`config.mk`:
```
export PLATFORM = sky130hd
export DESIGN_NAME = plc_front
export DESIGN_NICKNAME = d
export VERILOG_FILES = /design/src/hw/rtl/plc_pkg.sv /design/src/hw/rtl/plc_front.sv
export SDC_FILE = /design/constraint.sdc
export NUM_CORES = 1
export LEC_CHECK = 0
export ABC_CLOCK_PERIOD_IN_PS = 5600
export BUFFER_PORTS_ARGS = -buffer_cell sky130_fd_sc_hd__buf_2
export CAP_MARGIN = 5
export CORE_ASPECT_RATIO = 0.6
export CORE_UTILIZATION = 25
export DETAILED_ROUTE_END_ITERATION = 6
export PLACE_DENSITY = 0.42
export SETUP_SLACK_MARGIN = 0.02
export SKIP_CTS_REPAIR_TIMING = 1
export SYNTH_ARGS = -nofsm -noshare
export SYNTH_HDL_FRONTEND = slang
export SYNTH_SLANG_ARGS = --single-unit
```
`constraint.sdc`:
```
create_clock -name clock -period 5.6 [get_ports clock]
set_clock_uncertainty 0.2 [all_clocks]
set_input_delay 1.12 -clock clock [delete_from_list [all_inputs] [get_ports clock]]
set_output_delay 1.12 -clock clock [all_outputs]
set_load 0.02 [all_outputs]
```
`src/hw/rtl/plc_pkg.sv`:
```
package plc_pkg;

   localparam int MAX_SEGMENTS_DEF = 64;
   localparam int COORD_W          = 16;
   localparam int CNT_W            = 7;
   localparam int IDX_W            = 7;
   localparam int LEN_W            = 34;
   localparam int T_W              = 17;
   localparam int FRAC_W           = 17;
   localparam int STEP_W           = 6;

   localparam logic REQ_LOAD  = 1'b0;
   localparam logic REQ_QUERY = 1'b1;

   typedef struct packed {
      logic                       kind;
      logic [IDX_W-1:0]           index;
      logic signed [COORD_W-1:0]  z;
      logic signed [COORD_W-1:0]  y;
      logic signed [COORD_W-1:0]  x;
   } item_type;

   typedef struct packed {
      logic     valid;
      item_type item;
   } queue_type;

endpackage

```
`src/hw/rtl/plc_front.sv`:
```
module plc_front #(
   parameter int MAX_SEGMENTS = plc_pkg::MAX_SEGMENTS_DEF
) (
   input  logic               clock,
   input  logic               reset,
   input  logic               req_tvalid,
   output logic               req_tready,
   input  plc_pkg::item_type  req_item,
   output plc_pkg::queue_type q_out,
   input  logic               q_pop
);
   import plc_pkg::*;

   item_type   ent_ff [2];
   logic       wr_ff, wr_in, rd_ff, rd_in;
   logic [1:0] cnt_ff, cnt_in;
   logic       push, drop;

   assign req_tready = (cnt_ff != 2'd2);
   assign drop  = (req_item.kind == REQ_LOAD) && (32'(req_item.index) > MAX_SEGMENTS);
   assign push  = req_tvalid && req_tready && !drop;
   assign q_out.valid = (cnt_ff != 2'd0);
   assign q_out.item  = ent_ff[rd_ff];

   always_comb begin
      wr_in  = push ? !wr_ff : wr_ff;
      rd_in  = q_pop ? !rd_ff : rd_ff;
      cnt_in = cnt_ff + {1'b0, push} - {1'b0, q_pop};
   end

   always_ff @(posedge clock) begin
      if (push) begin
         ent_ff[wr_ff] <= req_item;
      end
      if (reset) begin
         wr_ff  <= 1'b0;
         rd_ff  <= 1'b0;
         cnt_ff <= 2'd0;
      end else begin
         wr_ff  <= wr_in;
         rd_ff  <= rd_in;
         cnt_ff <= cnt_in;
      end
   end

endmodule

```
==> impl_results.html, run 1 <==
<table>
<tr><th>Metric</th><th>Value</th></tr>
<tr><th colspan="2">Setup path</th></tr>
<tr><td>Peak fanout along the critical path</td><td>33</td></tr>
<tr><td>Reg-to-Reg Start</td><td>cnt_ff[0]$_SDFF_PP0_</td></tr>
<tr><td>Reg-to-reg setup timing slack</td><td>3.43 ns</td></tr>
<tr><td>Largest stage delay on the critical path</td><td>0.89 ns</td></tr>
<tr><td>Cell chain of the critical path</td><td>buf_4 -&gt; mux2_2 -&gt; buf_2</td></tr>
<tr><td>CP Launch Type</td><td>flip-flop</td></tr>
<tr><td>Worst path arrival time</td><td>2.33 ns</td></tr>
<tr><td>Kind of end point of the critical path</td><td>output pin</td></tr>
<tr><td>Required @ worst endpoint</td><td>4.28 ns</td></tr>
<tr><td>Crit Path Class</td><td>flip-flop to output pin</td></tr>
<tr><td>Endpoint of the worst-slack reg-to-reg timing path</td><td>ent_ff[0][15]$_DFFE_PP_</td></tr>
<tr><td>Worst r2r path cells</td><td>4</td></tr>
<tr><td>Critical-path top delay cell</td><td>sky130_fd_sc_hd__dfxtp_2</td></tr>
<tr><th colspan="2">Clock tree</th></tr>
<tr><td>Clock sink total</td><td>117</td></tr>
<tr><td>CTS tree</td><td>built</td></tr>
<tr><td>Buffer depth of the longest clock path</td><td>2</td></tr>
<tr><td>H-tree levels</td><td>4</td></tr>
<tr><td>Buffer type at the clock tree root</td><td>sky130_fd_sc_hd__clkbuf_16</td></tr>
<tr><td>Clock latency on the worst-skew pair</td><td>0.40 ns</td></tr>
<tr><td>Number of CTS-inserted buffers</td><td>17</td></tr>
<tr><td>Clock Pin Slew Worst Setup and Hold Paths</td><td>0.05 ns</td></tr>
<tr><th colspan="2">Finish</th></tr>
<tr><td>Core utilization of the finished layout</td><td>35.0%</td></tr>
<tr><td>Layout cells sized above 1</td><td>60.1%</td></tr>
<tr><td>Final cell count without fillers</td><td>574</td></tr>
<tr><td>Number of antenna diodes</td><td>0</td></tr>
<tr><td>Final net count</td><td>396</td></tr>
<tr><td>Area growth from synthesis to layout</td><td>34.9%</td></tr>
<tr><th colspan="2">Timing</th></tr>
<tr><td>Final critical delay including setup and external delays</td><td>3.65 ns</td></tr>
<tr><td>Setup violations, final</td><td>0</td></tr>
<tr><td>RSZ-0062 raised after global routing</td><td>no</td></tr>
<tr><td>Maximum achievable frequency</td><td>274 MHz</td></tr>
<tr><td>Total Negative Setup Slacks</td><td>0 ns</td></tr>
<tr><td>Fraction of the cycle the final worst path needs</td><td>65.2%</td></tr>
<tr><td>Final number of hold-violating endpoints</td><td>0</td></tr>
<tr><td>Max transition margin</td><td>42.0%</td></tr>
<tr><td>Max Transition Viols Final</td><td>0</td></tr>
<tr><td>Slew at the pin with the worst max-slew slack</td><td>0.870 ns</td></tr>
<tr><td>Worst path setup slack after routing</td><td>1.95 ns</td></tr>
<tr><th colspan="2">Floorplanning</th></tr>
<tr><td>Die H</td><td>103 um</td></tr>
<tr><td>Die Area</td><td>17,700 um2</td></tr>
<tr><td>Starting density of the core</td><td>26.0%</td></tr>
<tr><td>Width of the chip</td><td>171 um</td></tr>
<tr><td># IOs</td><td>118</td></tr>
<tr><td>Core box area</td><td>16,500 um2</td></tr>
<tr><td>Number of cell rows</td><td>36</td></tr>
<tr><th colspan="2">Synthesis</th></tr>
<tr><td>Netlist cell types</td><td>16</td></tr>
<tr><td>Cell types with the largest area share after synthesis</td><td>sky130_fd_sc_hd__edfxtp_1, sky130_fd_sc_hd__mux2_2, sky130_fd_sc_hd__dfxtp_1</td></tr>
<tr><td>Synth Instances</td><td>201</td></tr>
<tr><td>Sequential-to-total area share from yosys stat</td><td>80.9%</td></tr>
<tr><td>Most instantiated cells after synthesis</td><td>sky130_fd_sc_hd__edfxtp_1, sky130_fd_sc_hd__mux2_2, sky130_fd_sc_hd__nor2_1, sky130_fd_sc_hd__buf_2, sky130_fd_sc_hd__dfxtp_1</td></tr>
<tr><td>Count leader, synth</td><td>sky130_fd_sc_hd__edfxtp_1</td></tr>
<tr><td>Primary FF master, synth</td><td>sky130_fd_sc_hd__edfxtp_1</td></tr>
<tr><td>Post-synth EDFFs</td><td>112</td></tr>
<tr><td>Cell taking the most area after synthesis</td><td>sky130_fd_sc_hd__edfxtp_1</td></tr>
<tr><td>Fraction of registers with async set/reset</td><td>0%</td></tr>
<tr><td>Net count after synthesis</td><td>263</td></tr>
<tr><td>Yosys warning count</td><td>0</td></tr>
<tr><td>Synth Area per Inst</td><td>21.3 um2</td></tr>
<tr><td>Post-Synthesis Cell Area</td><td>4280 um2</td></tr>
<tr><td>Synth Register Bits</td><td>117</td></tr>
<tr><td>Area share of the largest cell type after synthesis</td><td>78.5%</td></tr>
<tr><th colspan="2">Route</th></tr>
<tr><td>Avg Vias per Cell</td><td>3.99</td></tr>
<tr><td>Drt first-iter violations</td><td>55</td></tr>
<tr><td>DR DRC count</td><td>0</td></tr>
<tr><td>Antenna Violating Nets Remaining</td><td>0</td></tr>
<tr><td>Count of vias placed by the detailed router</td><td>2,293</td></tr>
<tr><td>Number of detailed-route iterations in the first pass</td><td>4</td></tr>
<tr><td>Wire per inst</td><td>15.6 um</td></tr>
<tr><td>Total Wirelength</td><td>8950 um</td></tr>
<tr><th colspan="2">Global routing</th></tr>
<tr><td>Global Route met2 Usage</td><td>14.8%</td></tr>
<tr><td>Wire length of the first global-routing pass</td><td>13,000 um</td></tr>
<tr><td>Layer with the highest usage after global routing</td><td>met2</td></tr>
<tr><td>Pin count of the biggest net entering global routing</td><td>57</td></tr>
<tr><td>Routing usage on met3</td><td>4.76%</td></tr>
<tr><td>Met1 Usage GRT</td><td>13.7%</td></tr>
<tr><td>Antenna violations before repair</td><td>1</td></tr>
<tr><td>Global-route congestion overflow total</td><td>0</td></tr>
<tr><td>Overall fraction of global-route tracks in use</td><td>10.6%</td></tr>
<tr><td>Vias in the first global route</td><td>2,373</td></tr>
<tr><th colspan="2">Power and ir drop</th></tr>
<tr><td>Clock power share</td><td>45.0%</td></tr>
<tr><td>Share of total power consumed by net switching</td><td>23.1%</td></tr>
<tr><td>Power Total</td><td>2.53 mW</td></tr>
<tr><td>Switching power of the nets</td><td>0.585 mW</td></tr>
<tr><td>Sequential share of power</td><td>42.5%</td></tr>
<tr><td>Leakage power summed over all cells</td><td>2.13 nW</td></tr>
<tr><td>Proportion of power drawn by combinational gates</td><td>12.6%</td></tr>
<tr><td>Power density over cell area</td><td>438 nW/um2</td></tr>
<tr><td>Internal power contribution</td><td>1.95 mW</td></tr>
<tr><td>Peak supply drop</td><td>134 uV</td></tr>
<tr><th colspan="2">Placed design</th></tr>
<tr><td>Final RePlAce weighted congestion</td><td>0.697</td></tr>
<tr><td>IO buf count</td><td>117</td></tr>
<tr><td>Placed Cells incl. Taps</td><td>543</td></tr>
<tr><td>Final HPWL from detailed placement</td><td>5630 um</td></tr>
<tr><td>Post-place setup slack</td><td>2.22 ns</td></tr>
<tr><th colspan="2">Min path</th></tr>
<tr><td>Worst min path class</td><td>flip-flop to flip-flop</td></tr>
<tr><td>Sink of the worst hold path</td><td>rd_ff$_SDFFE_PP0P_</td></tr>
<tr><td>Hold path depth</td><td>2</td></tr>
<tr><td>Startpoint of the most critical hold path</td><td>rd_ff$_SDFFE_PP0P_</td></tr>
<tr><th colspan="2">Flow run</th></tr>
<tr><td>Max-capacitance violation count</td><td>0</td></tr>
<tr><th colspan="2">Run status</th></tr>
<tr><td>Status</td><td>finished, final reports clean</td></tr>
</table>
## per-layer routing
| layer | vias up | part of all wire (%) |
|---|---|---|
| met5 | - | 0.15 |
| met4 | 2 | 1.5 |
| met3 | 16 | 7.6 |
| met2 | 80 | 42 |
| met1 | 1142 | 49 |
| li1 | 1053 | - |
## sequential cells by signal, indices dropped and copies added, names as in the netlist, named ones only
| name | flops |
|---|---|
| rd_ff | 1 |
| wr_ff | 1 |
| ent_ff | 112 |
| cnt_ff | 2 |
## area by class of cell
cell class | instances | area [um2]
Fill cell | 1629 | 10700
Sequential cell | 117 | 3460
Multi-Input combinational cell | 76 | 797
Timing Repair Buffer | 120 | 608
Clock buffer | 17 | 425
Tap cell | 228 | 285
Clock inverter | 14 | 190
Inverter | 2 | 7.51
## logic make-up after synthesis
kind of cell	Yosys count	share of synthesized area, %
AOI/OAI and AO/OA	2	0.497
buffers and inverters	8	0.877
muxes	57	15.1
DFF	117	80.9
adders and majority gates	2	0.584
xor gates and xnor gates	3	0.614
and+or+nand+nor	12	1.49
## power by group through the flow
stage / combinational [mW] / sequential [mW] / clock [mW]
finish: 0.318 / 1.07 / 1.14
global route: 0.344 / 1.08 / 1.20
CTS: 0.327 / 1.08 / 1.17
detailed placement: 0.325 / 1.09 / 0
global placement: 0.325 / 1.09 / 0
floorplan: 0.208 / 1.08 / 0
## cells in the final DEF (no fill, tap or decap), drive strengths merged, types with 2 or more instances in the layout
cell	instances
nor2	7
dfxtp	5
mux2	57
ha	2
bufinv	5
nor2b	2
clkinv	8
edfxtp	112
xnor2	2
inv	2
clkbuf	17
buf	120
## through the flow
stage | cell area, um2 | hold slack [ns]
2_1_floorplan | 4280 | 0.280
3_3_place_gp | 5160 | 0.315
3_5_place_dp | 5160 | 0.309
4_1_cts | 5780 | 0.323
5_1_grt | 5780 | 0.352
6_report | 5780 | 0.317
## critical path: cells and delay by family (launching register included)
| kind | cells | cell delay, ns |
|---|---|---|
| flip-flops | 1 | 0.89 |
| buffers and inverters | 2 | 0.62 |
| multiplexers | 1 | 0.40 |
## how the worst max path moves through the flow
stage,from,endpoint,depth (start not counted)
3_5_place_dp,req_item[48],ent_ff[0][28]$_DFFE_PP_,5
6_report,flip-flop,q_out[26],3
4_1_cts,flip-flop,q_out[26],3
3_3_place_gp,req_item[48],ent_ff[0][28]$_DFFE_PP_,5
5_1_grt,flip-flop,q_out[26],3
2_1_floorplan,req_item[48],ent_ff[0][0]$_DFFE_PP_,3
(Power assumes the default switching activity.)
==> inputs of run 2 (changes only) <==
--- a/config.mk
+++ b/config.mk
@@ -5,13 +5,14 @@
 export SDC_FILE = /design/constraint.sdc
 export NUM_CORES = 1
 export LEC_CHECK = 0
-export ABC_CLOCK_PERIOD_IN_PS = 5600
+export ABC_AREA = 1
+export ABC_CLOCK_PERIOD_IN_PS = 2900
 export BUFFER_PORTS_ARGS = -buffer_cell sky130_fd_sc_hd__buf_2
 export CAP_MARGIN = 5
 export CORE_ASPECT_RATIO = 0.6
 export CORE_UTILIZATION = 25
 export DETAILED_ROUTE_END_ITERATION = 6
-export PLACE_DENSITY = 0.42
+export PLACE_DENSITY = 0.43
 export SETUP_SLACK_MARGIN = 0.02
 export SKIP_CTS_REPAIR_TIMING = 1
 export SYNTH_ARGS = -nofsm -noshare
==> constraint.sdc (replaced) <==
create_clock -name clock -period 2.9 [get_ports clock]
set_clock_uncertainty 0.2 [all_clocks]
set_input_delay 0.58 -clock clock [delete_from_list [all_inputs] [get_ports clock]]
set_output_delay 0.58 -clock clock [all_outputs]
set_load 0.02 [all_outputs]
==> impl_results.html, run 2 <==
<table>
<tr><th>Metric</th><th>Value</th></tr>
<tr><th colspan="2">Synthesis</th></tr>
<tr><td>Post-synth EDFFs</td><td>112 (unchanged)</td></tr>
<tr><td>Netlist cell types</td><td>15 (-1)</td></tr>
<tr><td>Primary FF master, synth</td><td>sky130_fd_sc_hd__edfxtp_1</td></tr>
<tr><td>Cell types with the largest area share after synthesis</td><td>sky130_fd_sc_hd__edfxtp_1, sky130_fd_sc_hd__mux2_4, sky130_fd_sc_hd__mux2_2</td></tr>
<tr><td>Sequential-to-total area share from yosys stat</td><td>77.7% (-3.2 points)</td></tr>
<tr><td>Count leader, synth</td><td>sky130_fd_sc_hd__edfxtp_1</td></tr>
<tr><td>Area share of the largest cell type after synthesis</td><td>75.4% (-3.1 points)</td></tr>
<tr><td>Fraction of the mapped netlist area in compound gates</td><td>0.505% (+0.0084 points)</td></tr>
<tr><td>Yosys warning count</td><td>0 (unchanged)</td></tr>
<tr><td>Area fraction in and, or, nand and nor cells after synthesis</td><td>1.40% (-0.087 points)</td></tr>
<tr><td>Proportion of synthesized area in mux cells</td><td>17.5% (+2.4 points)</td></tr>
<tr><td>Post-Synthesis Cell Area</td><td>4460 um2 (+4.1%)</td></tr>
<tr><td>Most instantiated cells after synthesis</td><td>sky130_fd_sc_hd__edfxtp_1, sky130_fd_sc_hd__mux2_4, sky130_fd_sc_hd__mux2_2, sky130_fd_sc_hd__nor2_1, sky130_fd_sc_hd__inv_1</td></tr>
<tr><td>Fraction of registers with async set/reset</td><td>0% (unchanged)</td></tr>
<tr><td>Synth Register Bits</td><td>117 (unchanged)</td></tr>
<tr><td>Synth Instances</td><td>210 (+4.5%)</td></tr>
<tr><td>Dominant combinational cell family by area after synthesis</td><td>multiplexers</td></tr>
<tr><td>Fraction of the mapped netlist area in adder cells</td><td>0.561% (-0.023 points)</td></tr>
<tr><td>Cell taking the most area after synthesis</td><td>sky130_fd_sc_hd__edfxtp_1</td></tr>
<tr><td>Synthesized-area fraction occupied by xor and xnor cells</td><td>0.393% (-0.22 points)</td></tr>
<tr><td>Synth Area per Inst</td><td>21.2 um2 (-0.34%)</td></tr>
<tr><td>Net count after synthesis</td><td>272 (+3.4%)</td></tr>
<tr><th colspan="2">Setup path</th></tr>
<tr><td>Endpoint of the worst-slack reg-to-reg timing path</td><td>cnt_ff[1]$_SDFF_PP0_</td></tr>
<tr><td>Worst path bufs/invs</td><td>2 (unchanged)</td></tr>
<tr><td>Reg-to-reg setup timing slack</td><td>0.90 ns (-2.53 ns)</td></tr>
<tr><td>Largest stage delay on the critical path</td><td>0.38 ns (-0.51 ns)</td></tr>
<tr><td>Critical-path top delay cell</td><td>sky130_fd_sc_hd__buf_4</td></tr>
<tr><td>Cell chain of the critical path</td><td>buf_4 -&gt; mux2_2 -&gt; buf_2</td></tr>
<tr><td>Required @ worst endpoint</td><td>2.12 ns (-2.16 ns)</td></tr>
<tr><td>CP delay by family, top</td><td>buffers and inverters</td></tr>
<tr><td>Worst r2r path cells</td><td>9 (+5)</td></tr>
<tr><td>Peak fanout along the critical path</td><td>24 (-27%)</td></tr>
<tr><td>Crit Path Class</td><td>flip-flop to output pin</td></tr>
<tr><td>Kind of end point of the critical path</td><td>output pin</td></tr>
<tr><td>CP Launch Type</td><td>flip-flop</td></tr>
<tr><td>Reg-to-Reg Start</td><td>cnt_ff[0]$_SDFF_PP0_</td></tr>
<tr><td>Worst path arrival time</td><td>1.68 ns (-0.65 ns)</td></tr>
<tr><th colspan="2">Finish</th></tr>
<tr><td>Most frequent standard cell in the layout excluding fill and tap cells</td><td>sky130_fd_sc_hd__buf_2</td></tr>
<tr><td>FF+latch area</td><td>3470 um2 (about the same)</td></tr>
<tr><td>Commonest non-fill, non-tap cells in the layout</td><td>sky130_fd_sc_hd__buf_2, sky130_fd_sc_hd__edfxtp_1, sky130_fd_sc_hd__mux2_4, sky130_fd_sc_hd__clkbuf_16, sky130_fd_sc_hd__mux2_2</td></tr>
<tr><td>Layout cells sized above 1</td><td>58.5% (-1.6 points)</td></tr>
<tr><td>Design area</td><td>5900 um2 (+2.0%)</td></tr>
<tr><td>Registers with the most flip-flops</td><td>ent_ff: 112 flops, cnt_ff: 2 flops</td></tr>
<tr><td>Fill cell instance count of the final layout</td><td>1,696 (+4.1%)</td></tr>
<tr><td>Final net count</td><td>408 (+3.0%)</td></tr>
<tr><td>Multi-input gate area</td><td>916 um2 (+15%)</td></tr>
<tr><td>Area growth from synthesis to layout</td><td>32.2%</td></tr>
<tr><td>Core utilization of the finished layout</td><td>34.1% (-1.0 points)</td></tr>
<tr><td>Register name with the most flops</td><td>ent_ff</td></tr>
<tr><td>Largest register FFs</td><td>112 (unchanged)</td></tr>
<tr><th colspan="2">Timing</th></tr>
<tr><td>Max Transition Viols Final</td><td>0 (unchanged)</td></tr>
<tr><td>Max transition margin</td><td>68.3% (+26 points)</td></tr>
<tr><td>Fraction of the cycle the final worst path needs</td><td>84.9%</td></tr>
<tr><td>Total Negative Setup Slacks</td><td>0 ns (unchanged)</td></tr>
<tr><td>Final critical delay including setup and external delays</td><td>2.46 ns</td></tr>
<tr><td>RSZ-0062 raised after global routing</td><td>no</td></tr>
<tr><td>Final number of hold-violating endpoints</td><td>0 (unchanged)</td></tr>
<tr><td>Slew at the pin with the worst max-slew slack</td><td>0.476 ns (-0.394 ns)</td></tr>
<tr><td>Maximum achievable frequency</td><td>406 MHz</td></tr>
<tr><td>Setup violations, final</td><td>0 (unchanged)</td></tr>
<tr><th colspan="2">Flow run</th></tr>
<tr><td>Max-capacitance violation count</td><td>0 (unchanged)</td></tr>
<tr><th colspan="2">Global routing</th></tr>
<tr><td>Vias in the first global route</td><td>2,541 (+7.1%)</td></tr>
<tr><td>Wire length of the first global-routing pass</td><td>13,600 um (+4.4%)</td></tr>
<tr><td>Pin count of the biggest net entering global routing</td><td>33 (-42%)</td></tr>
<tr><td>Antenna violations before repair</td><td>3 (+2)</td></tr>
<tr><td>Global-route congestion overflow total</td><td>0 (unchanged)</td></tr>
<tr><td>Overall fraction of global-route tracks in use</td><td>10.1% (-0.49 points)</td></tr>
<tr><th colspan="2">Placed design</th></tr>
<tr><td>IO buf count</td><td>117 (unchanged)</td></tr>
<tr><td>Area after DPL</td><td>5350 um2 (+3.5%)</td></tr>
<tr><td>Final RePlAce weighted congestion</td><td>0.669 (-4.0%)</td></tr>
<tr><td>Final HPWL from detailed placement</td><td>5860 um (+3.9%)</td></tr>
<tr><th colspan="2">Power and ir drop</th></tr>
<tr><td>Internal power contribution</td><td>3.51 mW (+80%)</td></tr>
<tr><td>Leakage power summed over all cells</td><td>2.29 nW (+7.7%)</td></tr>
<tr><td>Share of total power consumed by net switching</td><td>23.6% (+0.52 points)</td></tr>
<tr><td>Peak supply drop</td><td>316 uV (+140%)</td></tr>
<tr><td>Power density over cell area</td><td>779 nW/um2 (+78%)</td></tr>
<tr><td>Switching power of the nets</td><td>1.09 mW (+86%)</td></tr>
<tr><td>Clock power share</td><td>42.1% (-2.9 points)</td></tr>
<tr><td>Proportion of power drawn by combinational gates</td><td>13.7% (+1.1 points)</td></tr>
<tr><td>Sequential share of power</td><td>44.3% (+1.8 points)</td></tr>
<tr><th colspan="2">Route</th></tr>
<tr><td>Avg Vias per Cell</td><td>3.87 (-3.2%)</td></tr>
<tr><td>DR DRC count</td><td>0 (unchanged)</td></tr>
<tr><td>Total Wirelength</td><td>8710 um (-2.7%)</td></tr>
<tr><td>Drt first-iter violations</td><td>84 (+53%)</td></tr>
<tr><td>Antenna Violating Nets Remaining</td><td>0 (unchanged)</td></tr>
<tr><td>Wire per inst</td><td>14.7 um (-5.8%)</td></tr>
<tr><td>Number of detailed-route iterations in the first pass</td><td>4 (unchanged)</td></tr>
<tr><td>Count of vias placed by the detailed router</td><td>2,294 (+0.044%)</td></tr>
<tr><th colspan="2">Clock tree</th></tr>
<tr><td>CTS tree</td><td>built</td></tr>
<tr><td>Clock Pin Slew Worst Setup and Hold Paths</td><td>0.06 ns (about the same)</td></tr>
<tr><td>Buffer depth of the longest clock path</td><td>2 (unchanged)</td></tr>
<tr><td>Clock sink total</td><td>117 (unchanged)</td></tr>
<tr><td>Buffer type at the clock tree root</td><td>sky130_fd_sc_hd__clkbuf_16</td></tr>
<tr><td>H-tree levels</td><td>4 (unchanged)</td></tr>
<tr><td>Number of CTS-inserted buffers</td><td>17 (unchanged)</td></tr>
<tr><td>Clock latency on the worst-skew pair</td><td>0.39 ns (about the same)</td></tr>
<tr><th colspan="2">Min path</th></tr>
<tr><td>Startpoint of the most critical hold path</td><td>req_item[5]</td></tr>
<tr><td>Sink of the worst hold path</td><td>ent_ff[1][5]$_DFFE_PP_</td></tr>
<tr><td>Hold path depth</td><td>1 (-1)</td></tr>
<tr><td>Worst min path class</td><td>input pin to flip-flop</td></tr>
<tr><th colspan="2">Floorplanning</th></tr>
<tr><td>Die H</td><td>105 um (+2.0%)</td></tr>
<tr><td>Die Area</td><td>18,400 um2 (+4.1%)</td></tr>
<tr><td>Width of the chip</td><td>174 um (+2.0%)</td></tr>
<tr><td># IOs</td><td>118 (unchanged)</td></tr>
<tr><td>Core box area</td><td>17,300 um2 (+5.0%)</td></tr>
<tr><td>Starting density of the core</td><td>25.8% (-0.22 points)</td></tr>
<tr><td>Number of cell rows</td><td>37 (+2.8%)</td></tr>
<tr><th colspan="2">Run status</th></tr>
<tr><td>Status</td><td>finished, final reports clean</td></tr>
</table>
## run 2: worst reg2reg max path: cells and delay by family (launching register included)
family | cells | cell delay (ns)
flip-flops | 1 | 0.33
AO/OA/AOI/OAI | 3 | 0.48
buffers and inverters | 2 | 0.10
AND/OR/NAND/NOR | 1 | 0.17
adder cells (fa/ha/maj) | 2 | 0.47
XOR/XNOR | 1 | 0.13
## run 2: kinds of logic (layout without fill, tap and decap cells)
kind of cell             count (synthesis)  in the layout
multiplexers                            56             56
AND/OR/NAND/NOR                         16             16
adder cells (fa/ha/maj)                  2              2
other                                    0              2
buffers and inverters                   13            160
flip-flops                             117            117
XOR/XNOR                                 2              2
AO/OA/AOI/OAI                            4              4
## run 2: area by class of cell
class | count | share of cell area (%)
Antenna cell | 2 | 0.0849
Sequential cell | 117 | 58.8
Clock buffer | 19 | 7.34
Tap cell | 234 | 4.97
Multi-Input combinational cell | 80 | 15.5
Timing Repair Buffer | 123 | 10.9
Clock inverter | 11 | 1.91
Inverter | 7 | 0.446
## run 2: metal layers
| metal | wire (um) | GRT usage (%) | share of wire, % |
|---|---|---|---|
| met1 | 4170 | 12.8 | 48 |
| met2 | 3620 | 14.3 | 42 |
| met3 | 834 | 5.38 | 9.6 |
| met4 | 67 | 4.14 | 0.77 |
| met5 | 13 | 0 | 0.15 |
## run 2: power groups by stage
stage          sequential (mW)  clock, mW  combinational [mW]
4_1_cts                   2.03       2.00               0.645
5_1_grt                   2.04       2.06               0.683
3_3_place_gp              2.06          0               0.640
3_5_place_dp              2.07          0               0.642
6_report                  2.03       1.93               0.628
2_1_floorplan             2.06          0               0.426
## run 2: stage by stage
stage               hold WS, ns  total power, mW  worst slack, ns  std cells
floorplan                 0.267             2.49            0.210        210
global placement          0.297             2.70            0.462        561
detailed placement        0.298             2.71            0.485        561
CTS                       0.146             4.67            0.364        591
global route              0.149             4.79            0.339        591
finish                    0.165             4.59            0.439        593
## run 2: how the worst max path moves through the flow
stage / end / slack, ns / depth (start not counted)
after global routing: q_out[54] / 0.34 / 3
after CTS: q_out[54] / 0.36 / 3
after floorplan: ent_ff[1][0]$_DFFE_PP_ / 0.21 / 3
after detailed placement: cnt_ff[1]$_SDFF_PP0_ / 0.48 / 11
after global placement: cnt_ff[1]$_SDFF_PP0_ / 0.46 / 11
final: q_out[54] / 0.44 / 3
